--- config.mk ---
export PLATFORM = sky130hd
export DESIGN_NAME = spectral_triplet_shaper
export DESIGN_NICKNAME = d
export VERILOG_FILES = /design/src/rtl/stsh_pkg.sv /design/src/rtl/stsh_div.sv /design/src/rtl/spectral_triplet_shaper.sv
export VERILOG_INCLUDE_DIRS = /design/src /design/src/rtl
export SDC_FILE = /design/constraint.sdc
export NUM_CORES = 1
export LEC_CHECK = 0
export ABC_AREA = 1
export BUFFER_PORTS_ARGS = -buffer_cell sky130_fd_sc_hd__buf_4
export CORE_MARGIN = 2
export CORE_UTILIZATION = 40
export DETAILED_ROUTE_END_ITERATION = 8
export PLACE_DENSITY = 0.67
export SYNTH_ARGS = -nofsm -noshare
export SYNTH_HDL_FRONTEND = slang
export SYNTH_SLANG_ARGS = --single-unit
--- constraint.sdc ---
create_clock -name clk -period 11.46 [get_ports clk]
set_input_delay 0 -clock clk [delete_from_list [all_inputs] [get_ports clk]]
set_output_delay 0 -clock clk [all_outputs]
set_load 0.05 [all_outputs]
--- src/rtl/spectral_triplet_shaper_macros.svh ---
// Assertion macros for the spectral triplet shaper.
// Used by the top level; expects clk and rst in the including scope.
`ifndef SPECTRAL_TRIPLET_SHAPER_MACROS_SVH
`define SPECTRAL_TRIPLET_SHAPER_MACROS_SVH

// Same-cycle implication.
`define STSH_ASSERT_IMP(lbl, ante, cons, msg) \
  lbl: assert property (@(posedge clk) disable iff (rst) (ante) |-> (cons)) \
    else $error(msg);

// Next-cycle implication.
`define STSH_ASSERT_NEXT(lbl, ante, cons, msg) \
  lbl: assert property (@(posedge clk) disable iff (rst) (ante) |=> (cons)) \
    else $error(msg);

`endif

--- src/rtl/stsh_pkg.sv ---
// Shared types and constants for the spectral triplet shaper.
// No dependencies; used by stsh_div and spectral_triplet_shaper.
`timescale 1ns / 1ps

package stsh_pkg;

  localparam int AMP_WIDTH   = 16;
  localparam int PHASE_WIDTH = 16;
  localparam int Q_FRAC      = 8;   // fraction bits of the Q8.8 ratio
  localparam int RATIO_WIDTH = 16;
  localparam int SUM_WIDTH   = AMP_WIDTH + 2;      // sum of three amplitudes
  localparam int DIVIDEND_W  = SUM_WIDTH + Q_FRAC; // widest dividend (sum << 8)
  localparam int RSUM_WIDTH  = RATIO_WIDTH + 2;    // rlo + rhi + 1.0
  localparam int DIVISOR_W   = (RSUM_WIDTH > AMP_WIDTH) ? RSUM_WIDTH : AMP_WIDTH;
  localparam int PROD_WIDTH  = RATIO_WIDTH + AMP_WIDTH;

  localparam logic [RATIO_WIDTH-1:0] RATIO_MAX = '1;
  localparam logic [AMP_WIDTH-1:0]   AMP_MAX   = '1;

  typedef struct packed {
    logic [AMP_WIDTH-1:0]          ref_amp;
    logic signed [PHASE_WIDTH-1:0] ref_phase;
    logic [AMP_WIDTH-1:0]          src_amp;
    logic signed [PHASE_WIDTH-1:0] src_phase;
    logic                          last_bin;
  } in_t;

  typedef struct packed {
    logic [AMP_WIDTH-1:0]          out_amp;
    logic signed [PHASE_WIDTH-1:0] out_phase;
    logic                          run_end;
    logic                          frame_end;
  } out_t;

  // One collected bin
  typedef struct packed {
    logic [AMP_WIDTH-1:0]   ref_amp;
    logic [PHASE_WIDTH-1:0] ref_phase;
    logic [AMP_WIDTH-1:0]   src_amp;
    logic [PHASE_WIDTH-1:0] src_phase;
  } bin_t;

endpackage

--- src/rtl/stsh_div.sv ---
// Restoring divider, one quotient bit per cycle, shared by all group divisions.
// Depends on stsh_pkg for operand widths.
`timescale 1ns / 1ps

module stsh_div (
  input  logic                             clk,
  input  logic                             rst,
  input  logic                             start,
  input  logic [stsh_pkg::DIVIDEND_W-1:0]  dividend,
  input  logic [stsh_pkg::DIVISOR_W-1:0]   divisor,
  output logic                             busy,
  output logic                             done,
  output logic [stsh_pkg::DIVIDEND_W-1:0]  quotient
);

  localparam int DW = stsh_pkg::DIVIDEND_W;
  localparam int VW = stsh_pkg::DIVISOR_W;
  localparam int CW = $clog2(DW);

  logic [CW-1:0] cnt;
  logic [VW-1:0] rem;
  logic [VW-1:0] dvs;
  logic [DW-1:0] quo;
  logic [VW:0]   trial;
  logic [VW:0]   diff;
  logic          qbit;

  // One trial subtraction per cycle
  assign trial = {rem, quo[DW-1]};
  assign diff  = trial - {1'b0, dvs};
  assign qbit  = ~diff[VW];

  assign quotient = quo;

  // Control
  always_ff @(posedge clk) begin
    if (rst) begin
      busy <= 1'b0;
      done <= 1'b0;
      cnt  <= '0;
    end else begin
      done <= 1'b0;
      if (start) begin
        busy <= 1'b1;
        cnt  <= '0;
      end else if (busy) begin
        cnt <= cnt + 1'b1;
        if (cnt == CW'(DW - 1)) begin
          busy <= 1'b0;
          done <= 1'b1;
        end
      end
    end
  end

  // Datapath: dividend bits shift out as quotient bits shift in
  always_ff @(posedge clk) begin
    if (start) begin
      rem <= '0;
      dvs <= divisor;
      quo <= dividend;
    end else if (busy) begin
      rem <= qbit ? diff[VW-1:0] : trial[VW-1:0];
      quo <= {quo[DW-2:0], qbit};
    end
  end

endmodule

--- src/rtl/spectral_triplet_shaper.sv ---
// Spectral triplet shaper: a bin that neither closes a group nor the frame is stored
// and gives no result of its own; a bin that closes a group starts three divisions on
// the shared divider, three multiply steps and an output load, then gives one result
// per cycle while the output is not stalled; a frame-end partial group goes straight
// to the output load. No new bin is taken until the last result of a group is loaded.
// Synchronous reset clears the sequencer, group position and output valid.
`timescale 1ns / 1ps
`include "spectral_triplet_shaper_macros.svh"

module spectral_triplet_shaper (
  input  logic             clk,
  input  logic             rst,
  input  logic             in_valid,
  output logic             in_stall,
  input  stsh_pkg::in_t    in_data,
  output logic             out_valid,
  input  logic             out_stall,
  output stsh_pkg::out_t   out_data
);

  localparam int AW  = stsh_pkg::AMP_WIDTH;
  localparam int PW  = stsh_pkg::PHASE_WIDTH;
  localparam int QF  = stsh_pkg::Q_FRAC;
  localparam int RW  = stsh_pkg::RATIO_WIDTH;
  localparam int SW  = stsh_pkg::SUM_WIDTH;
  localparam int DW  = stsh_pkg::DIVIDEND_W;
  localparam int VW  = stsh_pkg::DIVISOR_W;
  localparam int MW  = stsh_pkg::PROD_WIDTH;

  localparam logic [2:0] S_IDLE = 3'd0;
  localparam logic [2:0] S_RLO  = 3'd1;
  localparam logic [2:0] S_RHI  = 3'd2;
  localparam logic [2:0] S_CEN  = 3'd3;
  localparam logic [2:0] S_MLO  = 3'd4;
  localparam logic [2:0] S_MHI  = 3'd5;
  localparam logic [2:0] S_MFIN = 3'd6;
  localparam logic [2:0] S_EMIT = 3'd7;

  logic [2:0] state;
  logic [1:0] pos;
  logic [1:0] idx;
  logic [1:0] last_idx;
  logic       last_flag;
  logic       full_grp;

  stsh_pkg::bin_t store [3];
  logic [RW-1:0]  rlo;
  logic [RW-1:0]  rhi;
  logic [AW-1:0]  res_amp [3];
  logic [MW-1:0]  prod;

  logic          accept;
  logic          emit_fire;
  logic          div_start;
  logic [DW-1:0] div_dividend;
  logic [VW-1:0] div_divisor;
  logic          div_busy;
  logic          div_done;
  logic [DW-1:0] div_q;
  logic [RW-1:0] ratio_q;
  logic [AW-1:0] cen_q;
  logic [SW-1:0] src_sum;
  logic [RW-1:0] mul_a;
  logic [AW-1:0] prod_sat;
  logic [AW-1:0] sel_amp;
  logic [PW-1:0] sel_phase;
  stsh_pkg::bin_t sel_bin;

  assign in_stall  = (state != S_IDLE);
  assign accept    = in_valid && !in_stall;
  assign emit_fire = (state == S_EMIT) && (!out_valid || !out_stall);

  stsh_div u_div (
    .clk      (clk),
    .rst      (rst),
    .start    (div_start),
    .dividend (div_dividend),
    .divisor  (div_divisor),
    .busy     (div_busy),
    .done     (div_done),
    .quotient (div_q)
  );

  // Quotient saturation; a zero centre reference forces both ratios to zero
  assign ratio_q = (store[1].ref_amp == '0) ? '0 :
                   (|div_q[DW-1:RW]) ? stsh_pkg::RATIO_MAX : div_q[RW-1:0];
  assign cen_q   = (|div_q[DW-1:AW]) ? stsh_pkg::AMP_MAX : div_q[AW-1:0];
  assign src_sum = SW'(store[0].src_amp) + SW'(store[1].src_amp) + SW'(store[2].src_amp);

  // Divider operand selection per sequencer step
  always_comb begin
    div_start    = 1'b0;
    div_dividend = '0;
    div_divisor  = '0;
    unique case (state)
      S_IDLE: begin
        if (accept && pos == 2'd2) begin
          div_start    = 1'b1;
          div_dividend = DW'(store[0].ref_amp) << QF;
          div_divisor  = VW'(store[1].ref_amp);
        end
      end
      S_RLO: begin
        if (div_done) begin
          div_start    = 1'b1;
          div_dividend = DW'(store[2].ref_amp) << QF;
          div_divisor  = VW'(store[1].ref_amp);
        end
      end
      S_RHI: begin
        if (div_done) begin
          div_start    = 1'b1;
          div_dividend = DW'(src_sum) << QF;
          div_divisor  = VW'(rlo) + VW'(ratio_q) + VW'(1 << QF);
        end
      end
      default: begin
      end
    endcase
  end

  // Side amplitude: ratio times centre, back to integer, saturated
  assign mul_a    = (state == S_MLO) ? rlo : rhi;
  assign prod_sat = (|prod[MW-1:QF+AW]) ? stsh_pkg::AMP_MAX : prod[QF+AW-1:QF];

  // Result selection and phase rule
  always_comb begin
    unique case (idx)
      2'd0:    sel_bin = store[0];
      2'd1:    sel_bin = store[1];
      default: sel_bin = store[2];
    endcase
    unique case (idx)
      2'd0:    sel_amp = full_grp ? res_amp[0] : sel_bin.src_amp;
      2'd1:    sel_amp = full_grp ? res_amp[1] : sel_bin.src_amp;
      default: sel_amp = full_grp ? res_amp[2] : sel_bin.src_amp;
    endcase
    if (sel_amp == '0)
      sel_phase = '0;
    else if (sel_bin.ref_phase != '0)
      sel_phase = sel_bin.ref_phase;
    else
      sel_phase = sel_bin.src_phase;
  end

  // Sequencer and control state
  always_ff @(posedge clk) begin
    if (rst) begin
      state     <= S_IDLE;
      pos       <= '0;
      idx       <= '0;
      last_idx  <= '0;
      last_flag <= 1'b0;
      full_grp  <= 1'b0;
      out_valid <= 1'b0;
    end else begin
      // Output register: load a new result or drop the accepted one
      if (emit_fire)
        out_valid <= 1'b1;
      else if (out_valid && !out_stall)
        out_valid <= 1'b0;
      unique case (state)
        S_IDLE: begin
          if (accept) begin
            last_flag <= in_data.last_bin;
            if (pos == 2'd2) begin
              state    <= S_RLO;
              pos      <= '0;
              full_grp <= 1'b1;
            end else if (in_data.last_bin) begin
              state    <= S_EMIT;
              idx      <= '0;
              last_idx <= pos;
              pos      <= '0;
              full_grp <= 1'b0;
            end else begin
              pos <= pos + 2'd1;
            end
          end
        end
        S_RLO:  if (div_done) state <= S_RHI;
        S_RHI:  if (div_done) state <= S_CEN;
        S_CEN:  if (div_done) state <= S_MLO;
        S_MLO:  state <= S_MHI;
        S_MHI:  state <= S_MFIN;
        S_MFIN: begin
          state    <= S_EMIT;
          idx      <= '0;
          last_idx <= 2'd2;
        end
        S_EMIT: begin
          if (emit_fire) begin
            idx <= idx + 2'd1;
            if (idx == last_idx)
              state <= S_IDLE;
          end
        end
        default: state <= S_IDLE;
      endcase
    end
  end

  // Datapath registers
  always_ff @(posedge clk) begin
    if (accept) begin
      unique case (pos)
        2'd0:    store[0] <= {in_data.ref_amp, in_data.ref_phase,
                              in_data.src_amp, in_data.src_phase};
        2'd1:    store[1] <= {in_data.ref_amp, in_data.ref_phase,
                              in_data.src_amp, in_data.src_phase};
        default: store[2] <= {in_data.ref_amp, in_data.ref_phase,
                              in_data.src_amp, in_data.src_phase};
      endcase
    end
    if (state == S_RLO && div_done)
      rlo <= ratio_q;
    if (state == S_RHI && div_done)
      rhi <= ratio_q;
    if (state == S_CEN && div_done)
      res_amp[1] <= cen_q;
    if (state == S_MLO || state == S_MHI)
      prod <= MW'(mul_a) * MW'(res_amp[1]);
    if (state == S_MHI)
      res_amp[0] <= prod_sat;
    if (state == S_MFIN)
      res_amp[2] <= prod_sat;
    if (emit_fire) begin
      out_data.out_amp   <= sel_amp;
      out_data.out_phase <= sel_phase;
      out_data.run_end   <= (idx == last_idx);
      out_data.frame_end <= (idx == last_idx) && last_flag;
    end
  end

  // Checks
  `STSH_ASSERT_NEXT(a_group_leaves_idle, accept && (pos == 2'd2 || in_data.last_bin), state != S_IDLE, "closing bin did not start work")
  `STSH_ASSERT_IMP(a_div_only_in_div_steps, div_busy, state == S_RLO || state == S_RHI || state == S_CEN, "divider busy outside a divide step")
  `STSH_ASSERT_IMP(a_frame_end_on_run_end, out_valid && out_data.frame_end, out_data.run_end, "frame end without run end")
  `STSH_ASSERT_IMP(a_emit_index_bound, state == S_EMIT, idx <= last_idx, "emit index past group end")

endmodule

**Word level (Yosys, flattened, before mapping)**

Memory sizes are Yosys's and may differ from the RTL's.
Cells that the tools add are included.

- Reductions and logical operators: 40
- Multipliers: 1
- Multiplexer cells: 79
- Add/sub/neg operators: 8
- Eq/ne operators: 21
- Bitwise operators: 2

Operator list:

| kind | count |
|---|---|
| two-way mux 16 bit | 12 |
| two-way mux 64 bit | 2 |
| OR reduction 64 bit | 2 |
| case mux 48 bit (2 select lines) | 1 |
| two-way mux 26 bit | 3 |
| case mux 26 bit (3 select lines) | 1 |
| case mux 18 bit (3 select lines) | 1 |
| two-way mux 24 bit | 2 |
| two-way mux 18 bit | 2 |
| adder 16 x 16 -> 17 bit | 2 |
| logical NOT 16 bit | 2 |
| multiplier 16 x 16 -> 32 bit | 1 |
| case mux 16 bit (2 select lines) | 1 |
| OR reduction 16 bit | 2 |
| two-way mux 1 bit | 29 |
| two-way mux 2 bit | 13 |
| two-way mux 3 bit | 8 |
| case mux 3 bit (8 select lines) | 1 |
| subtractor 19 x 18 -> 19 bit | 1 |
| adder 17 x 16 -> 18 bit | 1 |
| adder 17 x 9 -> 18 bit (second input constant) | 1 |
| nonzero test 16 bit | 1 |
| equality test 3 bit (second input constant) | 4 |
| OR reduction 10 bit | 1 |
| 30 further kinds | 57 |

- Bits in registers: 179
- Memory bits (writable): 240
- Output and inout bits: 36
- Input port bits: 69
- Memories: 2

Memory list:

| memory | words | bits a word | rd ports | clocked after Yosys merged registers in | write ports | RTL line | RTL |
|---|---|---|---|---|---|---|---|
| store | 3 | 64 | 3 | 0 | 1 | spectral_triplet_shaper.sv:46 | `stsh_pkg::bin_t store [3];` |
| res_amp | 3 | 16 | 3 | 0 | 1 | spectral_triplet_shaper.sv:49 | `logic [AW-1:0] res_amp [3];` |

**Logic depth before layout (Yosys ltp)**

- Word-level depth: 8
- Depth in mapped cells: 30
- Mapped depth without buffers: 29

**Hierarchy**

A second synthesis with hierarchy kept.

- Cell total of the unflattened synthesis: 2870
- Area total of the unflattened synthesis: 27858.0 sq um

By module, submodules not included:

| module | cells an instance | times used | area each (sq um) | seq. area each (sq um) |
|---|---|---|---|---|
| spectral_triplet_shaper | 2346 | 1 | 23835.4 | 10149.7 |
| stsh_div | 524 | 1 | 4022.6 | 1821.7 |

**Worst setup path before layout**

OpenSTA, ideal clock, no wires.

- Path kind: register to register
- From: reg state[0]
- To: reg prod[31], data pin
- Clock period less this slack: 6.129 ns
- Setup slack: 5.331 ns
- Stages on the path, launching flop included: 27
- Path buffers: 1
- Required time: 11.208 ns
- Setup time: 0.252 ns
- Arrival time: 5.877 ns
- Path through: dfxtp_1 nor2_4 nand2_2 inv_1 clkbuf_1 or2_2 o21ai_2 clkinv_1 nand2_1 fa_1 fa_1 inv_1 fa_1 fa_1 fa_1 inv_1 fa_1 inv_1 ha_1 a21o_1 a21o_1 a21oi_1 nor2_1 a211oi_1 nand2_1 nand2_1 nand2_1

- Word-level cells in the longest chain between the ends: 3

RTL lines:

| element | RTL line | RTL |
|---|---|---|
| from (decl) | spectral_triplet_shaper.sv:39 | `logic [2:0] state;` |
| from (signal assigned) | spectral_triplet_shaper.sv:149 | `state <= S_IDLE;` |
| from (signal assigned) | spectral_triplet_shaper.sv:167 | `state <= S_RLO;` |
| from (signal assigned) | spectral_triplet_shaper.sv:171 | `state <= S_EMIT;` |
| equality test 3 bit | spectral_triplet_shaper.sv:123 | `assign mul_a = (state == S_MLO) ? rlo : rhi;` |
| two-way mux 16 bit | spectral_triplet_shaper.sv:123 |  |
| multiplier 16 x 16 -> 32 bit | spectral_triplet_shaper.sv:222 | `prod <= MW'(mul_a) * MW'(res_amp[1]);` |
| to (signal assigned) | spectral_triplet_shaper.sv:222 |  |
| to (decl) | spectral_triplet_shaper.sv:50 | `logic [MW-1:0] prod;` |

Every way passes these cells.
A chain may end at the register's enable or synchronous reset.

**Worst setup path after layout**

- From: reg state[0]
- To: reg prod[24], data pin

The elaborated chain is that of the path after synthesis.

==> flow_summary.yaml <==
run_status:
  status: "finished, final reports clean"
layout:
  fill_cells: 6340
  regArea_um2: 12000
  area_delta_synth_final_pct: 14.1
  final_layout_size_suffix_gt1_share_pct: 8.66
  multi_input_comb_area_um2: 13400
  final_nets: 3446
drt:
  viasPerCell: 5.19
  avgRoutedWirePerCell_um: 18.6
  first_pass_iters: 5
  drtIter0Drc: 1928
  post-route-drc-count: 0
  ant_nets: 0
  routed_wl_um: 72600
  num_vias: 20300
synth:
  async_flop_share_pct: 0
  synth_warnings: 0
  synth_seq_cells: 411
  synthTopCellsByArea: "edfxtp_1 (41%), fa_1 (15%), nand2_1 (9.3%)"
  synth_top_area_share_pct: 40.8
  synth_most_common_cell: "nand2_1"
  syn_inst: 2824
  netlist_top_cells_count: "nand2_1 (682), inv_1 (457), edfxtp_1 (374), nor2_1 (246), fa_1 (212)"
  syn_nets: 3277
  syn_area_um2: 27500
  synth_top_area_cell: "edfxtp_1"
  syn_area_per_cell_um2: 9.75
  seq_area_frac_synth_pct: 43.5
  synth_flop_cell: "edfxtp_1"
  synth_edf_count: 374
  synth.distinct_cells: 57
worst_setup_path:
  cp-startpoint: "state[0]$_SDFFE_PP0P_"
  r2r_start: "state[0]$_SDFFE_PP0P_"
  cp-start-kind: "flop"
  r2r-end: "prod[24]$_DFFE_PN_"
  arrival_ns: 7.99
  critical_path_class: "reg2reg"
  endpoint_kind: "flop"
  crit_required_ns: 11.78
  path_max_fanout: 18
  r2r_slack_ns: 3.78
  worstRegToRegCells: 26
clocking:
  cts.clk_slew.worst_paths_ns: 0.07
  cts_resized: 0
  clk_latency_ns: 0.59
  cts_htree_levels: 2
  cts_root_buf: "clkbuf_16"
  cts_tree: "built"
  clockBufferDepth: 3
  ctsHoldBuffers: 70
  cts_sinks: 411
  post_cts_buffers: 0
  cts_buffers: 44
global_routing:
  antenna_found_initial: 4
  overflow: 0
  track_usage_pct: 20.8
  grt_pass1_wl_um: 114000
  grt_max_degree: 56
  grt_pass1_vias: 20300
floorplan:
  rows: 96
  die_x_um: 266
  top_level_ports: 105
  die_h_um: 266
  dieArea_um2: 70900
  start_util_pct: 40.3
  design.core.area_um2: 68300
power_and_ir_drop:
  p_leak_uw: 0.0137
  combPwrFrac_pct: 23.9
  pwr_density_cell_nw_per_um2: 142
  peakVddDrop_mv: 0.214
  clockPowerShare_pct: 33.6
  power.internal_uw: 3010
  switching_share_pct: 32.5
  pwr-share-seq_pct: 42.5
  switching_power_uw: 1450
sta:
  tns_ns: 0
  min_period_over_period_pct: 67.0
  worst_pin_slew_ns: 1.12
  setup_viol: 0
  finClkSkew_ns: 0.0279
  min_period_ns: 7.68
  slew_headroom_pct: 25.2
  drv_slew: 0
  hold_violations: 0
  rsz0062_at_grt: "false"
  timing.fmax_ghz: 0.130
  whs_ns: 0.138
  layout_setup_ws_ns: 3.78
placed_design:
  gp_congestion: 0.938
  io_buffers: 104
  dpl.hpwl_um: 54200
  place_ws_ns: 3.88
hold_path:
  min_path_type: "in2reg"
  holdPathStages: 2
  hold_path_end: "store[0][140]$_DFFE_PP_"
  hold_start: "in_data[13]"
flow_run:
  cap_viol_max_count: 0
## cell families (layout without fill, tap and decap cells)
logic type      count (synthesis)  after routing  synth area share (%)
simple gates                 1130           1130                  16.9
buf+inv                       542            745                  7.92
flops                         411            411                  43.5
fa+ha+maj                     384            384                  23.2
compound gates                310            310                  6.94
xor+xnor                       42             42                  1.34
mux                             5              5                 0.182
other cells                     0              1                     0
## power groups by stage
stage / clock, uW / sequential, uW / combinational, uW
after floorplan: 0 / 1920 / 691
after global placement: 0 / 1920 / 1020
after detailed placement: 0 / 1920 / 1030
after CTS: 1520 / 1890 / 1060
after global routing: 1580 / 1910 / 1170
final: 1500 / 1890 / 1070
## flip-flops by register name, indices dropped and copies added, names as in the netlist, 2 cells and up
signal	count
out_data	34
idx	2
state	3
prod	24
rlo	16
last_idx	2
res_amp	48
u_div.quotient	26
u_div.rem	18
store	192
rhi	16
pos	2
u_div.cnt	5
u_div.dvs	18
## cell type report
cell class | count | share of cell area (%)
multi-input combinational | 1871 | 42.7
sequential | 411 | 38.1
inverter | 474 | 5.66
timing repair buffer | 191 | 5.12
clock buffer | 49 | 3.56
tap | 882 | 3.51
clock inverter | 31 | 1.32
antenna | 1 | 0.00796
## cell usage in the layout (no fill, tap or decap), types with 6 or more instances in the layout
| cell type | synthesis | routed |
|---|---|---|
| nor4_1 | 7 | 7 |
| nor3_1 | 24 | 23 |
| dlygate4sd3_1 | 0 | 70 |
| dfxtp_1 | 37 | 37 |
| xnor2_1 | 17 | 17 |
| ha_1 | 172 | 170 |
| bufinv_16 | 0 | 7 |
| o21ai_0 | 81 | 80 |
| a21oi_1 | 108 | 107 |
| a22oi_1 | 12 | 12 |
| a22oi_2 | 6 | 6 |
| clkinv_1 | 12 | 18 |
| edfxtp_1 | 374 | 374 |
| or2_2 | 27 | 27 |
| buf_4 | 5 | 121 |
| clkinv_2 | 0 | 6 |
| o21ai_2 | 9 | 9 |
| inv_1 | 457 | 457 |
| nand2_1 | 682 | 682 |
| a22o_1 | 23 | 23 |
| nor2_4 | 4 | 6 |
| nor2_1 | 246 | 244 |
| a21o_1 | 10 | 10 |
| a31oi_1 | 14 | 14 |
| o211ai_1 | 10 | 10 |
| nand4_1 | 25 | 25 |
| xor2_1 | 25 | 25 |
| fa_1 | 212 | 212 |
| o21bai_1 | 8 | 8 |
| nand3_1 | 93 | 93 |
| clkbuf_16 | 0 | 44 |
## worst max-delay path by stage
stage / to / slack, ns / cells past startpoint
3_3_place_gp: prod[24]$_DFFE_PN_ / 3.96 / 26
5_1_grt: prod[31]$_DFFE_PN_ / 3.40 / 26
6_report: prod[24]$_DFFE_PN_ / 3.78 / 26
3_5_place_dp: prod[24]$_DFFE_PN_ / 3.88 / 26
2_1_floorplan: prod[31]$_DFFE_PN_ / 5.33 / 26
4_1_cts: prod[24]$_DFFE_PN_ / 3.86 / 26
## stage by stage
stage	cells	power [uW]	util [%]	cell area (um2)
finish	3910	4460	46.0	31400
global route	3910	4650	46.0	31400
CTS	3909	4480	46.0	31400
detailed placement	3759	2950	42.7	29200
global placement	3759	2950	42.7	29200
floorplan	2824	2610	-	27500
## metal layers
layer  wire length (um)  GRT usage [%]  share of wire, %  up-vias
met4               1790           5.28               2.5        2
met2              34000           34.1                47      744
met5                 13              0             0.018        -
li1                   -              -                 -     9500
met3               5330           3.25               7.3      129
met1              31500           28.9                43     9901
## worst max-delay path, stage by stage, from the launching register on
cell,delay [ns]
dfxtp_1,0.42
nor2_4,0.09
nand2_2,0.40
inv_1,0.29
or2_2,0.33
o21ai_1,0.44
clkinv_1,0.60
nand2_1,0.23
fa_1,0.46
fa_1,0.57
fa_1,0.46
fa_1,0.55
inv_1,0.05
fa_1,0.47
inv_1,0.05
fa_1,0.47
inv_1,0.04
ha_1,0.37
a21oi_1,0.28
nand2_1,0.09
a21oi_1,0.11
nand2_1,0.16
nand2_1,0.10
nand2_1,0.08
nand2_1,0.08
nand2_1,0.06
xor2_1,0.14
Note: power is estimated with default switching activity, not from simulation.
